File: src/hw/rtl/mma_pkg.sv
// Package for the MIDI message assembler: constants, kinds and status classification.
`default_nettype none

package mma_pkg;

	localparam logic [7:0] STATUS_BIT  = 8'h80;
	localparam logic [7:0] SYSTEM_BASE = 8'hF0;
	localparam logic [3:0] SKIP_RESET  = 4'd10;

	// status byte values named where the classifier needs them
	localparam logic [7:0] ST_NOTE_OFF   = 8'h80;
	localparam logic [7:0] ST_NOTE_ON    = 8'h90;
	localparam logic [7:0] ST_POLY_PRESS = 8'hA0;
	localparam logic [7:0] ST_CTRL_CHG   = 8'hB0;
	localparam logic [7:0] ST_PROG_CHG   = 8'hC0;
	localparam logic [7:0] ST_CHAN_PRESS = 8'hD0;
	localparam logic [7:0] ST_PITCH_BEND = 8'hE0;
	localparam logic [7:0] ST_SYSEX      = 8'hF0;
	localparam logic [7:0] ST_SONG_POS   = 8'hF2;
	localparam logic [7:0] ST_SONG_SEL   = 8'hF3;
	localparam logic [7:0] ST_EOX        = 8'hF7;
	localparam logic [7:0] ST_ACT_SENSE  = 8'hFE;
	localparam logic [7:0] ST_SYS_RESET  = 8'hFF;

	typedef enum logic [2:0] {
		KIND_DROP,
		KIND_SENSE,
		KIND_LEN2,
		KIND_LEN3,
		KIND_NOW
	} kind_t;

	// channel messages classify on the high nibble, system bytes on the whole byte
	function automatic kind_t classify(input logic [7:0] s);
		logic [7:0] key;
		kind_t      k;
		key = (s < SYSTEM_BASE) ? (s & 8'hF0) : s;
		unique case (key)
			ST_NOTE_OFF, ST_NOTE_ON, ST_POLY_PRESS, ST_CTRL_CHG,
			ST_PITCH_BEND, ST_SONG_POS:            k = KIND_LEN3;
			ST_PROG_CHG, ST_CHAN_PRESS, ST_SONG_SEL: k = KIND_LEN2;
			ST_SYSEX, ST_EOX, ST_SYS_RESET:          k = KIND_DROP;
			ST_ACT_SENSE:                            k = KIND_SENSE;
			default:                                 k = KIND_NOW;
		endcase
		return k;
	endfunction

endpackage

`default_nettype wire

File: src/hw/rtl/mma_if.sv
// Channel interfaces of the MIDI message assembler: byte in, message out, config write.
`default_nettype none

interface mma_rx_if;
	logic       valid;
	logic       ready;
	logic [7:0] rx_byte;
	modport source (output valid, output rx_byte, input ready);
	modport sink   (input valid, input rx_byte, output ready);
endinterface

interface mma_msg_if;
	logic       valid;
	logic       ready;
	logic       msg_valid;
	logic [7:0] status_byte;
	logic [7:0] data_first;
	logic [7:0] data_second;
	logic [1:0] msg_length;
	logic       activity_pulse;
	modport source (output valid, output msg_valid, output status_byte, output data_first,
		output data_second, output msg_length, output activity_pulse, input ready);
	modport sink   (input valid, input msg_valid, input status_byte, input data_first,
		input data_second, input msg_length, input activity_pulse, output ready);
endinterface

interface mma_cfg_if;
	logic       valid;
	logic       ready;
	logic [3:0] flash_skip;
	modport source (output valid, output flash_skip, input ready);
	modport sink   (input valid, input flash_skip, output ready);
endinterface

`default_nettype wire

File: src/hw/rtl/midi_message_assembler_top.sv
// Top level of the MIDI message assembler with running status and activity flash.
//
//  channel | dir | words                 | notes
//  --------+-----+-----------------------+------------------------------------
//  rx      | in  | rx_byte               | one received MIDI byte per word
//  msg     | out | msg_valid ... pulse   | exactly one word per rx word
//  cfg     | in  | flash_skip            | always ready, write while idle
//
//  Each byte is decoded against the parser state in the cycle it is
//  accepted and the result word lands in the output register at that edge.
//  rx.ready is high whenever the output register is empty or being drained, so a new
//  byte is taken every cycle while msg keeps up; a stall on msg holds one word and stops rx.
//  Reset clears the parser state, the activity counter and the output valid; flash_skip
//  returns to 10.
`default_nettype none

module midi_message_assembler_top (
	input  wire         clk,
	input  wire         arst_n,
	mma_rx_if.sink      rx,
	mma_msg_if.source   msg,
	mma_cfg_if.sink     cfg
);

	// parser state
	logic [7:0] last_status_q;
	logic [1:0] byte_count_q;
	logic [7:0] data0_q;
	logic [7:0] data1_q;
	logic [3:0] sense_count_q;
	logic [3:0] flash_skip_q;

	// output register
	logic       out_valid_q;
	logic       msg_valid_q;
	logic [7:0] status_q;
	logic [7:0] first_q;
	logic [7:0] second_q;
	logic [1:0] length_q;
	logic       pulse_q;

	// next-state and result of the current byte
	logic [7:0]    b;
	logic          take;
	logic [7:0]    last_status_d;
	logic [1:0]    byte_count_d;
	logic [7:0]    data0_d;
	logic [7:0]    data1_d;
	logic [3:0]    sense_count_d;
	logic [1:0]    count;
	mma_pkg::kind_t kind;
	logic          r_valid;
	logic [7:0]    r_status;
	logic [7:0]    r_first;
	logic [7:0]    r_second;
	logic [1:0]    r_length;
	logic          r_pulse;

	assign b        = rx.rx_byte;
	assign rx.ready = !out_valid_q || msg.ready;
	assign take     = rx.valid && rx.ready;
	assign cfg.ready = 1'b1;

	always_comb begin
		last_status_d = last_status_q;
		byte_count_d  = byte_count_q;
		data0_d       = data0_q;
		data1_d       = data1_q;
		sense_count_d = sense_count_q;
		r_valid       = 1'b0;
		r_status      = 8'h00;
		r_first       = 8'h00;
		r_second      = 8'h00;
		r_length      = 2'd0;
		r_pulse       = 1'b0;
		count         = 2'd1;
		kind          = mma_pkg::KIND_DROP;

		if (byte_count_q == 2'd0) begin
			if (b >= mma_pkg::STATUS_BIT) begin
				last_status_d = b;
				count         = 2'd1;
			end else begin
				data0_d = b;
				count   = 2'd2;
			end
		end else begin
			// inside a message every byte is data, status bit or not
			if (byte_count_q == 2'd1) data0_d = b;
			else                      data1_d = b;
			count = byte_count_q + 2'd1;
		end

		kind = mma_pkg::classify(last_status_d);

		// idle data byte with no status seen yet: stored, and only a word with msg_valid low goes out
		if (byte_count_q == 2'd0 && b < mma_pkg::STATUS_BIT
				&& last_status_q < mma_pkg::STATUS_BIT) begin
			byte_count_d = byte_count_q;
		end else begin
			priority case (1'b1)
				kind == mma_pkg::KIND_SENSE: begin
					if (sense_count_q >= flash_skip_q) begin
						sense_count_d = 4'd0;
						r_pulse       = 1'b1;
					end else begin
						sense_count_d = sense_count_q + 4'd1;
					end
					byte_count_d = 2'd0;
				end
				kind == mma_pkg::KIND_DROP: byte_count_d = 2'd0;
				kind == mma_pkg::KIND_NOW
				|| (kind == mma_pkg::KIND_LEN2 && count >= 2'd2)
				|| (kind == mma_pkg::KIND_LEN3 && count == 2'd3): begin
					r_valid      = 1'b1;
					r_status     = last_status_d;
					r_first      = (count >= 2'd2) ? data0_d : 8'h00;
					r_second     = (count == 2'd3) ? data1_d : 8'h00;
					r_length     = count;
					byte_count_d = 2'd0;
				end
				default: byte_count_d = count;
			endcase
		end
	end

	always_ff @(posedge clk or negedge arst_n) begin
		if (!arst_n) begin
			last_status_q <= 8'h00;
			byte_count_q  <= 2'd0;
			data0_q       <= 8'h00;
			data1_q       <= 8'h00;
			sense_count_q <= 4'd0;
			flash_skip_q  <= mma_pkg::SKIP_RESET;
			out_valid_q   <= 1'b0;
		end else begin
			if (cfg.valid) flash_skip_q <= cfg.flash_skip;
			if (take) begin
				last_status_q <= last_status_d;
				byte_count_q  <= byte_count_d;
				data0_q       <= data0_d;
				data1_q       <= data1_d;
				sense_count_q <= sense_count_d;
				out_valid_q   <= 1'b1;
			end else if (msg.ready) begin
				out_valid_q <= 1'b0;
			end
		end
	end

	// result payload, no reset needed
	always_ff @(posedge clk) begin
		if (take) begin
			msg_valid_q <= r_valid;
			status_q    <= r_status;
			first_q     <= r_first;
			second_q    <= r_second;
			length_q    <= r_length;
			pulse_q     <= r_pulse;
		end
	end

	assign msg.valid          = out_valid_q;
	assign msg.msg_valid      = msg_valid_q;
	assign msg.status_byte    = status_q;
	assign msg.data_first     = first_q;
	assign msg.data_second    = second_q;
	assign msg.msg_length     = length_q;
	assign msg.activity_pulse = pulse_q;

endmodule

`default_nettype wire

File: src/flat_wrapper.sv
// flat-port wrapper written by rule: the top's interface ports become plain ports
module midi_message_assembler_top_flat 
  (clk, arst_n, rx_valid, rx_rx_byte, rx_ready, msg_valid, msg_msg_valid, msg_status_byte, msg_data_first, msg_data_second, msg_msg_length, msg_activity_pulse, msg_ready, cfg_valid, cfg_flash_skip, cfg_ready);
  mma_rx_if rx_i ();
  mma_msg_if msg_i ();
  mma_cfg_if cfg_i ();
  input  wire clk;
  input  wire arst_n;
  input wire logic [$bits(rx_i.valid)-1:0] rx_valid;
  input wire logic [$bits(rx_i.rx_byte)-1:0] rx_rx_byte;
  output wire logic [$bits(rx_i.ready)-1:0] rx_ready;
  output wire logic [$bits(msg_i.valid)-1:0] msg_valid;
  output wire logic [$bits(msg_i.msg_valid)-1:0] msg_msg_valid;
  output wire logic [$bits(msg_i.status_byte)-1:0] msg_status_byte;
  output wire logic [$bits(msg_i.data_first)-1:0] msg_data_first;
  output wire logic [$bits(msg_i.data_second)-1:0] msg_data_second;
  output wire logic [$bits(msg_i.msg_length)-1:0] msg_msg_length;
  output wire logic [$bits(msg_i.activity_pulse)-1:0] msg_activity_pulse;
  input wire logic [$bits(msg_i.ready)-1:0] msg_ready;
  input wire logic [$bits(cfg_i.valid)-1:0] cfg_valid;
  input wire logic [$bits(cfg_i.flash_skip)-1:0] cfg_flash_skip;
  output wire logic [$bits(cfg_i.ready)-1:0] cfg_ready;
  assign rx_i.valid = rx_valid;
  assign rx_i.rx_byte = rx_rx_byte;
  assign rx_ready = rx_i.ready;
  assign msg_valid = msg_i.valid;
  assign msg_msg_valid = msg_i.msg_valid;
  assign msg_status_byte = msg_i.status_byte;
  assign msg_data_first = msg_i.data_first;
  assign msg_data_second = msg_i.data_second;
  assign msg_msg_length = msg_i.msg_length;
  assign msg_activity_pulse = msg_i.activity_pulse;
  assign msg_i.ready = msg_ready;
  assign cfg_i.valid = cfg_valid;
  assign cfg_i.flash_skip = cfg_flash_skip;
  assign cfg_ready = cfg_i.ready;
  midi_message_assembler_top u_core (.clk(clk), .arst_n(arst_n), .rx(rx_i), .msg(msg_i), .cfg(cfg_i));
endmodule
File: config.mk
export PLATFORM = sky130hd
export DESIGN_NAME = midi_message_assembler_top_flat
export DESIGN_NICKNAME = d
export VERILOG_FILES = /design/src/hw/rtl/mma_pkg.sv /design/src/hw/rtl/mma_if.sv /design/src/hw/rtl/midi_message_assembler_top.sv /design/src/flat_wrapper.sv
export SDC_FILE = /design/constraint.sdc
export NUM_CORES = 1
export LEC_CHECK = 0
export ABC_AREA = 1
export BUFFER_PORTS_ARGS = -buffer_cell sky130_fd_sc_hd__buf_4
export CELL_PAD_IN_SITES_DETAIL_PLACEMENT = 1
export CELL_PAD_IN_SITES_GLOBAL_PLACEMENT = 1
export CORE_ASPECT_RATIO = 0.8
export CORE_MARGIN = 2
export CORE_UTILIZATION = 43
export DETAILED_ROUTE_END_ITERATION = 8
export PLACE_DENSITY = 0.8
export REMOVE_ABC_BUFFERS = 1
export SYNTH_ARGS = -nofsm -noshare
export SYNTH_HDL_FRONTEND = slang
export SYNTH_SLANG_ARGS = --single-unit
File: constraint.sdc
create_clock -name clk -period 2.96 [get_ports clk]
set_input_delay 0.444 -clock clk [delete_from_list [all_inputs] [get_ports clk]]
set_output_delay 0.444 -clock clk [all_outputs]
set_load 0.005 [all_outputs]
==> results of run 1 <==
how the worst max path moves through the flow:
stage                                 startpoint  cells after the start                        end
after detailed placement  u_core.byte_count_q[0]                     11   u_core.msg.msg_length[0]
after floorplan                        msg_ready                      6    u_core.sense_count_q[1]
after global placement    u_core.byte_count_q[0]                     11   u_core.msg.msg_length[0]
after CTS                 u_core.byte_count_q[0]                     11  u_core.msg.status_byte[4]
final                     u_core.byte_count_q[0]                     11  u_core.msg.status_byte[4]
after global routing      u_core.byte_count_q[1]                     12  u_core.msg.data_second[5]
metal layers:
| metal | track usage [%] | up-vias | routed length [um] |
|---|---|---|---|
| li1 | - | 1185 | - |
| met1 | 26.3 | 1189 | 3450 |
| met2 | 33.9 | 55 | 3650 |
| met3 | 5.92 | 10 | 330 |
| met4 | 6.58 | 0 | 92 |
| met5 | 0 | - | 0 |
Yosys cell counts:
| cell type | number |
|---|---|
| a21oi_1 | 6 |
| buf_4 | 1 |
| buf_6 | 2 |
| buf_8 | 1 |
| clkbuf_1 | 7 |
| conb_1 | 1 |
| dfrtp_1 | 33 |
| dfstp_2 | 2 |
| edfxtp_1 | 28 |
| ha_1 | 8 |
| inv_1 | 37 |
| inv_2 | 1 |
| mux2_2 | 1 |
| mux2i_1 | 1 |
| nand2_1 | 71 |
| nand2_2 | 6 |
| nand2_8 | 2 |
| nand3_1 | 9 |
| nand3_2 | 3 |
| nand3_4 | 5 |
| nand4_1 | 3 |
| nor2_1 | 31 |
| nor2_2 | 12 |
| nor2_8 | 1 |
| nor3_1 | 1 |
| o211ai_1 | 1 |
| o21ai_0 | 44 |
| o21ai_1 | 2 |
| o21ai_2 | 4 |
| o22ai_1 | 2 |
| o31ai_1 | 3 |
| xnor2_1 | 1 |
| xor2_1 | 1 |
through the flow:
step                worst slack, ns  util, %  std cells
detailed placement            0.291     50.9        456
global placement              0.469     50.9        456
finish                        0.268     53.3        472
global route                0.00761     53.3        472
CTS                           0.276     53.3        472
floorplan                     0.375        -        320
report_power, final:
group          switching, uW  internal (uW)
sequential               122           1230
combinational            930            493
clock                    346            299
total                   1400           2020
area by class of cell:
type | instances | area, um^2
inverters | 38 | 143
repair buffers | 49 | 368
multi-input cells | 219 | 1220
clock inverters | 6 | 37.5
fillers | 809 | 3270
well taps | 87 | 109
flip-flops and latches | 63 | 1720
clock buffers | 10 | 128
cell families (layout without fill, tap and decap cells):
logic type	count (synthesis)	after routing	share of synthesized area [%]
adders and majority gates	8	8	3.17
and+or+nand+nor	144	144	23.5
DFF	63	63	54.5
muxes	2	2	0.674
xor gates and xnor gates	2	2	0.555
AOI/OAI and AO/OA	62	62	10.7
other	1	1	0.119
buffers and inverters	49	103	6.78
sequential cells by signal, summed over array words and instances, names as in the netlist:
register	cells
u_core.last_status_q	8
u_core.msg.valid	1
u_core.flash_skip_q	4
u_core.data0_q	8
u_core.msg.status_byte	8
u_core.sense_count_q	4
u_core.msg.msg_valid	1
u_core.data1_q	8
u_core.msg.data_second	8
u_core.msg.data_first	8
u_core.msg.activity_pulse	1
u_core.byte_count_q	2
u_core.msg.msg_length	2
==> results.rst, run 1 <==
.. list-table::
   :header-rows: 1

   * - Metric
     - Value
   * - Outcome
     - finished clean
   * - Post-synthesis average cell area
     - 9.53 um^2
   * - Core Box Area
     - 6990 um^2
   * - Slowest cell delay on critical path
     - 0.43 ns
   * - Layout Cell Area excl Fill
     - 3730 um^2
   * - First-pass GRT wire length
     - 12300 um
   * - Total of endpoints with negative setup slack in the final report
     - 0
   * - Post-layout min period
     - 2.69 ns
   * - I/O pin count
     - 48
   * - Antenna Diode Count
     - 0
   * - Vias in the first global route
     - 2432
   * - Number of rows in the core area
     - 27
   * - GRT overflow
     - 0
   * - Detailed placement HPWL
     - 5530 um
   * - Critical R2R Launch
     - u_core.byte_count_q[0]
   * - Number of buffers added on ports
     - 46
   * - Clock slew at reported path FFs
     - 0.07 ns
   * - Final net count
     - 405
   * - Area growth syn-to-layout
     - 18.1%
   * - Fraction of final layout cells sized beyond drive strength 1
     - 26.0%
   * - TritonCTS clock tree
     - yes
   * - Synth unique cells
     - 33
   * - Largest net degree at the start of global routing
     - 47
   * - Total of warnings raised by yosys
     - 0
   * - Highest achievable clock rate
     - 0.371 GHz
   * - First-iteration detailed-routing DRC count
     - 101
   * - Data required time at the worst endpoint
     - 3.07 ns
   * - Library cell used as clock root buffer
     - clkbuf_8
   * - Sort of element at the end of the critical path
     - flop
   * - Final cycle utilization of the critical path
     - 90.9%
   * - Final hold violation count
     - 0
   * - Global routing usage summed across all routing layers
     - 20.6%
   * - Maximum root-to-sink buffer count
     - 2
   * - Slack of the worst reg-to-reg path
     - 0.27 ns
   * - Post-CTS setup buffer count
     - 0
   * - Syn Std Cell Area
     - 3160 um^2
   * - Worst hold slack after final layout
     - 0.0489 ns
   * - Category of the critical setup timing path
     - flop to flop
   * - Total Wirelength
     - 7510 um
   * - Slowest stage cell, crit path
     - ha_1
   * - Effective utilization at floorplan
     - 45.1%
   * - DIE HEIGHT
     - 80.6 um
   * - Peak ir drop on the vdd network
     - 292 uV
   * - Worst Clk Skew
     - 0.00677 ns
   * - Number of sinks handled by clock tree synthesis
     - 63
   * - Final sum of negative setup slack
     - 0 ns
   * - Share of the synthesized area in the top cell type
     - 26.6%
   * - Routability congestion estimate
     - 0.859
   * - H-tree depth reported by CTS
     - 3
   * - Number of violations of the max-capacitance limit
     - 0
   * - Total clock buffers created by CTS
     - 9
   * - Number of register bits inferred by synthesis
     - 63
   * - DRC errors left
     - 0
   * - Worst endpoint data arrival time
     - 2.80 ns
   * - Commonest non-fill, non-tap cell in the layout
     - nand2_1
   * - Instance area at placement
     - 3560 um^2
   * - DIE AREA
     - 8040 um^2
   * - Post-cts hold buffer count
     - 0
   * - Die Width
     - 99.8 um
   * - Cell taking the most area after synthesis
     - edfxtp_1
   * - Kind of cell with the highest combined delay on the critical path
     - simple AND/OR/NAND/NOR gates
   * - Number of antenna violations at the first check in global routing
     - 0
   * - Worst-Skew Late Latency
     - 0.35 ns
   * - Count of instances resized after the clock tree is built
     - 0
   * - Class of the most critical hold timing path
     - input port to asynchronous set/reset pin
   * - Remaining antenna violation count
     - 0
   * - CP Cell Sequence
     - inv_1 > ha_1 > nand2_8 > o21ai_1 > o21ai_0 > nor2_1 > nor2_2 > nand3_2 > nand3_4 > nand3_4 > nor2_2
   * - Total power
     - 3420 uW
   * - Category of the worst setup path launch point
     - flop
   * - Lkg Pwr
     - 0.00171 uW
   * - Crit path buffers/inverters
     - 1
   * - End of the worst register-to-register path
     - u_core.msg.status_byte[4]
   * - First-pass iteration count of the detailed router
     - 4
   * - Most frequent cells in the layout
     - 71 x nand2_1, 49 x buf_4, 44 x o21ai_0
   * - Average wire per standard cell
     - 15.9 um
   * - Seq/Total Area, Yosys
     - 54.5%
   * - Number of instances in the synthesized netlist
     - 331
   * - Worst reg2reg path depth
     - 11
   * - Areal power density over the cells
     - 918 nW/um^2
   * - DR vias/cell
     - 5.17
   * - Top area cells in the synthesized netlist
     - edfxtp_1 27%, dfrtp_1 26%, nand2_1 8.4%
   * - Via count
     - 2439
   * - Fin. max-slew vios
     - 0
   * - Maximum fanout along the worst path
     - 17
   * - Unrepaired setup endpoints after global routing
     - false
No activity file was read; power rests on OpenSTA's default activity.
==> run 2: changes to the inputs <==
--- a/config.mk
+++ b/config.mk
@@ -9,7 +9,6 @@
 export BUFFER_PORTS_ARGS = -buffer_cell sky130_fd_sc_hd__buf_4
 export CELL_PAD_IN_SITES_DETAIL_PLACEMENT = 1
 export CELL_PAD_IN_SITES_GLOBAL_PLACEMENT = 1
-export CORE_ASPECT_RATIO = 0.8
 export CORE_MARGIN = 2
 export CORE_UTILIZATION = 43
 export DETAILED_ROUTE_END_ITERATION = 8
==> results.rst, run 2 (synthesis results as in run 1) <==
.. list-table::
   :header-rows: 1

   * - Metric
     - Value
   * - GRT overflow
     - 0 (unchanged)
   * - Number of violations of the max-capacitance limit
     - 0 (unchanged)
   * - Worst Clk Skew
     - 0.0133 ns (+0.00656 ns)
   * - Most frequent cells in the layout
     - 71 x nand2_1, 49 x buf_4, 44 x o21ai_0
   * - Number of antenna violations at the first check in global routing
     - 0 (unchanged)
   * - Data required time at the worst endpoint
     - 3.04 ns (-0.03 ns)
   * - Most used cell, CP
     - nor2_1
   * - Antenna Diode Count
     - 0 (unchanged)
   * - Maximum root-to-sink buffer count
     - 2 (unchanged)
   * - Final cycle utilization of the critical path
     - 87.6% (-3.3 points)
   * - Worst endpoint data arrival time
     - 2.68 ns (-0.12 ns)
   * - Final sum of negative setup slack
     - 0 ns (unchanged)
   * - Number of sinks handled by clock tree synthesis
     - 63 (unchanged)
   * - Commonest non-fill, non-tap cell in the layout
     - nand2_1
   * - Slew at the pin with the worst max-slew slack
     - 0.502 ns
   * - Outcome
     - finished clean
   * - Area of the multi-input gates
     - 1230 um^2 (+0.31%)
   * - Switching Power
     - 1400 uW (+0.48%)
   * - Kind of cell with the highest combined delay on the critical path
     - simple AND/OR/NAND/NOR gates
   * - I/O pin count
     - 48 (unchanged)
   * - Instance area at placement
     - 3580 um^2 (+0.42%)
   * - Lkg Pwr
     - 0.00174 uW (+1.6%)
   * - Class of the most critical hold timing path
     - input port to asynchronous set/reset pin
   * - Logic gate share of total power
     - 39.5% (-2.1 points)
   * - Fill cell instance count of the final layout
     - 820 (+1.4%)
   * - Area growth syn-to-layout
     - 20.5%
   * - Total power
     - 3620 uW (+5.9%)
   * - DIE HEIGHT
     - 89.7 um (+11%)
   * - CP Cell Sequence
     - inv_1 > ha_1 > nand2_8 > nand2_1 > inv_1 > nor2_1 > nand3_1 > nor2_1 > nor2_2 > nand3_2 > nand3_4 > nand3_4 > nor2_1
   * - First-pass iteration count of the detailed router
     - 4 (unchanged)
   * - Largest net degree at the start of global routing
     - 47 (unchanged)
   * - Post-Place Setup Slack
     - 0.275 ns (-0.0161 ns)
   * - Remaining antenna violation count
     - 0 (unchanged)
   * - Unrepaired setup endpoints after global routing
     - false
   * - Fin. max-slew vios
     - 0 (unchanged)
   * - Routability congestion estimate
     - 0.774 (-9.8%)
   * - Slew Limit Headroom
     - 66.5%
   * - DRC errors left
     - 0 (unchanged)
   * - Core Box Area
     - 7180 um^2 (+2.6%)
   * - Peak ir drop on the vdd network
     - 280 uV (-4.1%)
   * - Maximum fanout along the worst path
     - 17 (unchanged)
   * - Switching part of the total power
     - 38.8% (-2.1 points)
   * - Fraction of power consumed by the clock network
     - 23.1% (+4.3 points)
   * - Min setup slack post-route
     - 0.366 ns (+0.0984 ns)
   * - Total of endpoints with negative setup slack in the final report
     - 0 (unchanged)
   * - DIE AREA
     - 8040 um^2 (about the same)
   * - First-pass GRT wire length
     - 12400 um (+0.90%)
   * - Via count
     - 2451 (+0.49%)
   * - Category of the critical setup timing path
     - flop to flop
   * - Number of rows in the core area
     - 31 (+15%)
   * - Slowest stage cell, crit path
     - ha_1
   * - Internal Power
     - 2220 uW (+9.7%)
   * - Layout Cell Area excl Fill
     - 3800 um^2 (+2.0%)
   * - First-iteration detailed-routing DRC count
     - 99 (-2.0%)
   * - Highest achievable clock rate
     - 0.386 GHz (+3.8%)
   * - Count of instances resized after the clock tree is built
     - 0 (unchanged)
   * - Vias in the first global route
     - 2578 (+6.0%)
   * - Effective utilization at floorplan
     - 44.0% (-1.1 points)
   * - Slowest cell delay on critical path
     - 0.42 ns (about the same)
   * - Total Wirelength
     - 7610 um (+1.3%)
   * - DR vias/cell
     - 5.06 (-2.0%)
   * - TritonCTS clock tree
     - yes
   * - Category of the worst setup path launch point
     - flop
   * - Die Width
     - 89.7 um (-10%)
   * - Library cell used as clock root buffer
     - clkbuf_8
   * - Crit path buffers/inverters
     - 2 (+1)
   * - Number of buffers added on ports
     - 46 (unchanged)
   * - Worst-Skew Late Latency
     - 0.35 ns (about the same)
   * - H-tree depth reported by CTS
     - 3 (unchanged)
   * - Sort of element at the end of the critical path
     - flop
   * - Post-cts hold buffer count
     - 0 (unchanged)
   * - Detailed placement HPWL
     - 5470 um (-1.2%)
   * - Areal power density over the cells
     - 953 nW/um^2 (+3.8%)
   * - Power share of the sequential group
     - 37.4% (-2.2 points)
   * - Total clock buffers created by CTS
     - 9 (unchanged)
   * - Global routing usage summed across all routing layers
     - 20.7% (+0.094 points)
   * - Storage cell area
     - 1720 um^2 (unchanged)
   * - Post-layout min period
     - 2.59 ns (-0.0984 ns)
   * - Final hold violation count
     - 0 (unchanged)
   * - Fraction of final layout cells sized beyond drive strength 1
     - 26.5% (+0.52 points)
   * - Clock slew at reported path FFs
     - 0.08 ns (about the same)
   * - Final net count
     - 405 (unchanged)
   * - Average wire per standard cell
     - 15.7 um (-1.2%)
   * - Post-CTS setup buffer count
     - 0 (unchanged)
run 2: metal layers:
metal  GRT usage [%]  vias to the layer above  share of wire [%]
li1                -                     1179                  -
met1            24.0                     1212                 42
met2            38.0                       47                 54
met3            2.93                       13                3.1
met4            8.28                        0                1.6
met5               0                        -                  0
run 2: path summary, 6_finish.rpt:
| kind | to | start | depth (start not counted) | slack, ns |
|---|---|---|---|---|
| min reg2reg | u_core.data1_q[2] | u_core.data1_q[2] | 2 | 0.49 |
| min in group clk | u_core.flash_skip_q[3] | cfg_valid | 2 | 0.31 |
| max reg2reg | u_core.msg.data_first[7] | u_core.byte_count_q[0] | 13 | 0.37 |
| max in group asynchronous | u_core.flash_skip_q[1] | arst_n | 1 | 2.54 |
| max | u_core.msg.data_first[7] | u_core.byte_count_q[0] | 13 | 0.37 |
| min | u_core.data0_q[0] | arst_n | 1 | 0.05 |
run 2: final cells by class:
cell class,instances,area share (%)
Clock inverter,6,2.21
Multi-Input combinational cell,219,32.3
Inverter,38,3.75
Clock buffer,10,3.62
Timing Repair Buffer,49,9.68
Tap cell,99,3.26
Sequential cell,63,45.2
run 2: metrics by stage:
stage / instances / util [%] / hold slack, ns
CTS: 484 / 52.9 / 0.0615
detailed placement: 468 / 49.8 / 0.437
global route: 484 / 53.0 / 0.0794
finish: 484 / 53.0 / 0.0518
global placement: 468 / 49.8 / 0.431
floorplan: 320 / - / 0.148
run 2: power by group through the flow:
stage	sequential, uW	combinational [uW]	clock (uW)
floorplan	1350	956	0
detailed placement	1370	1420	0
CTS	1350	1440	851
finish	1350	1430	837
global route	1380	1620	887
global placement	1350	1350	0
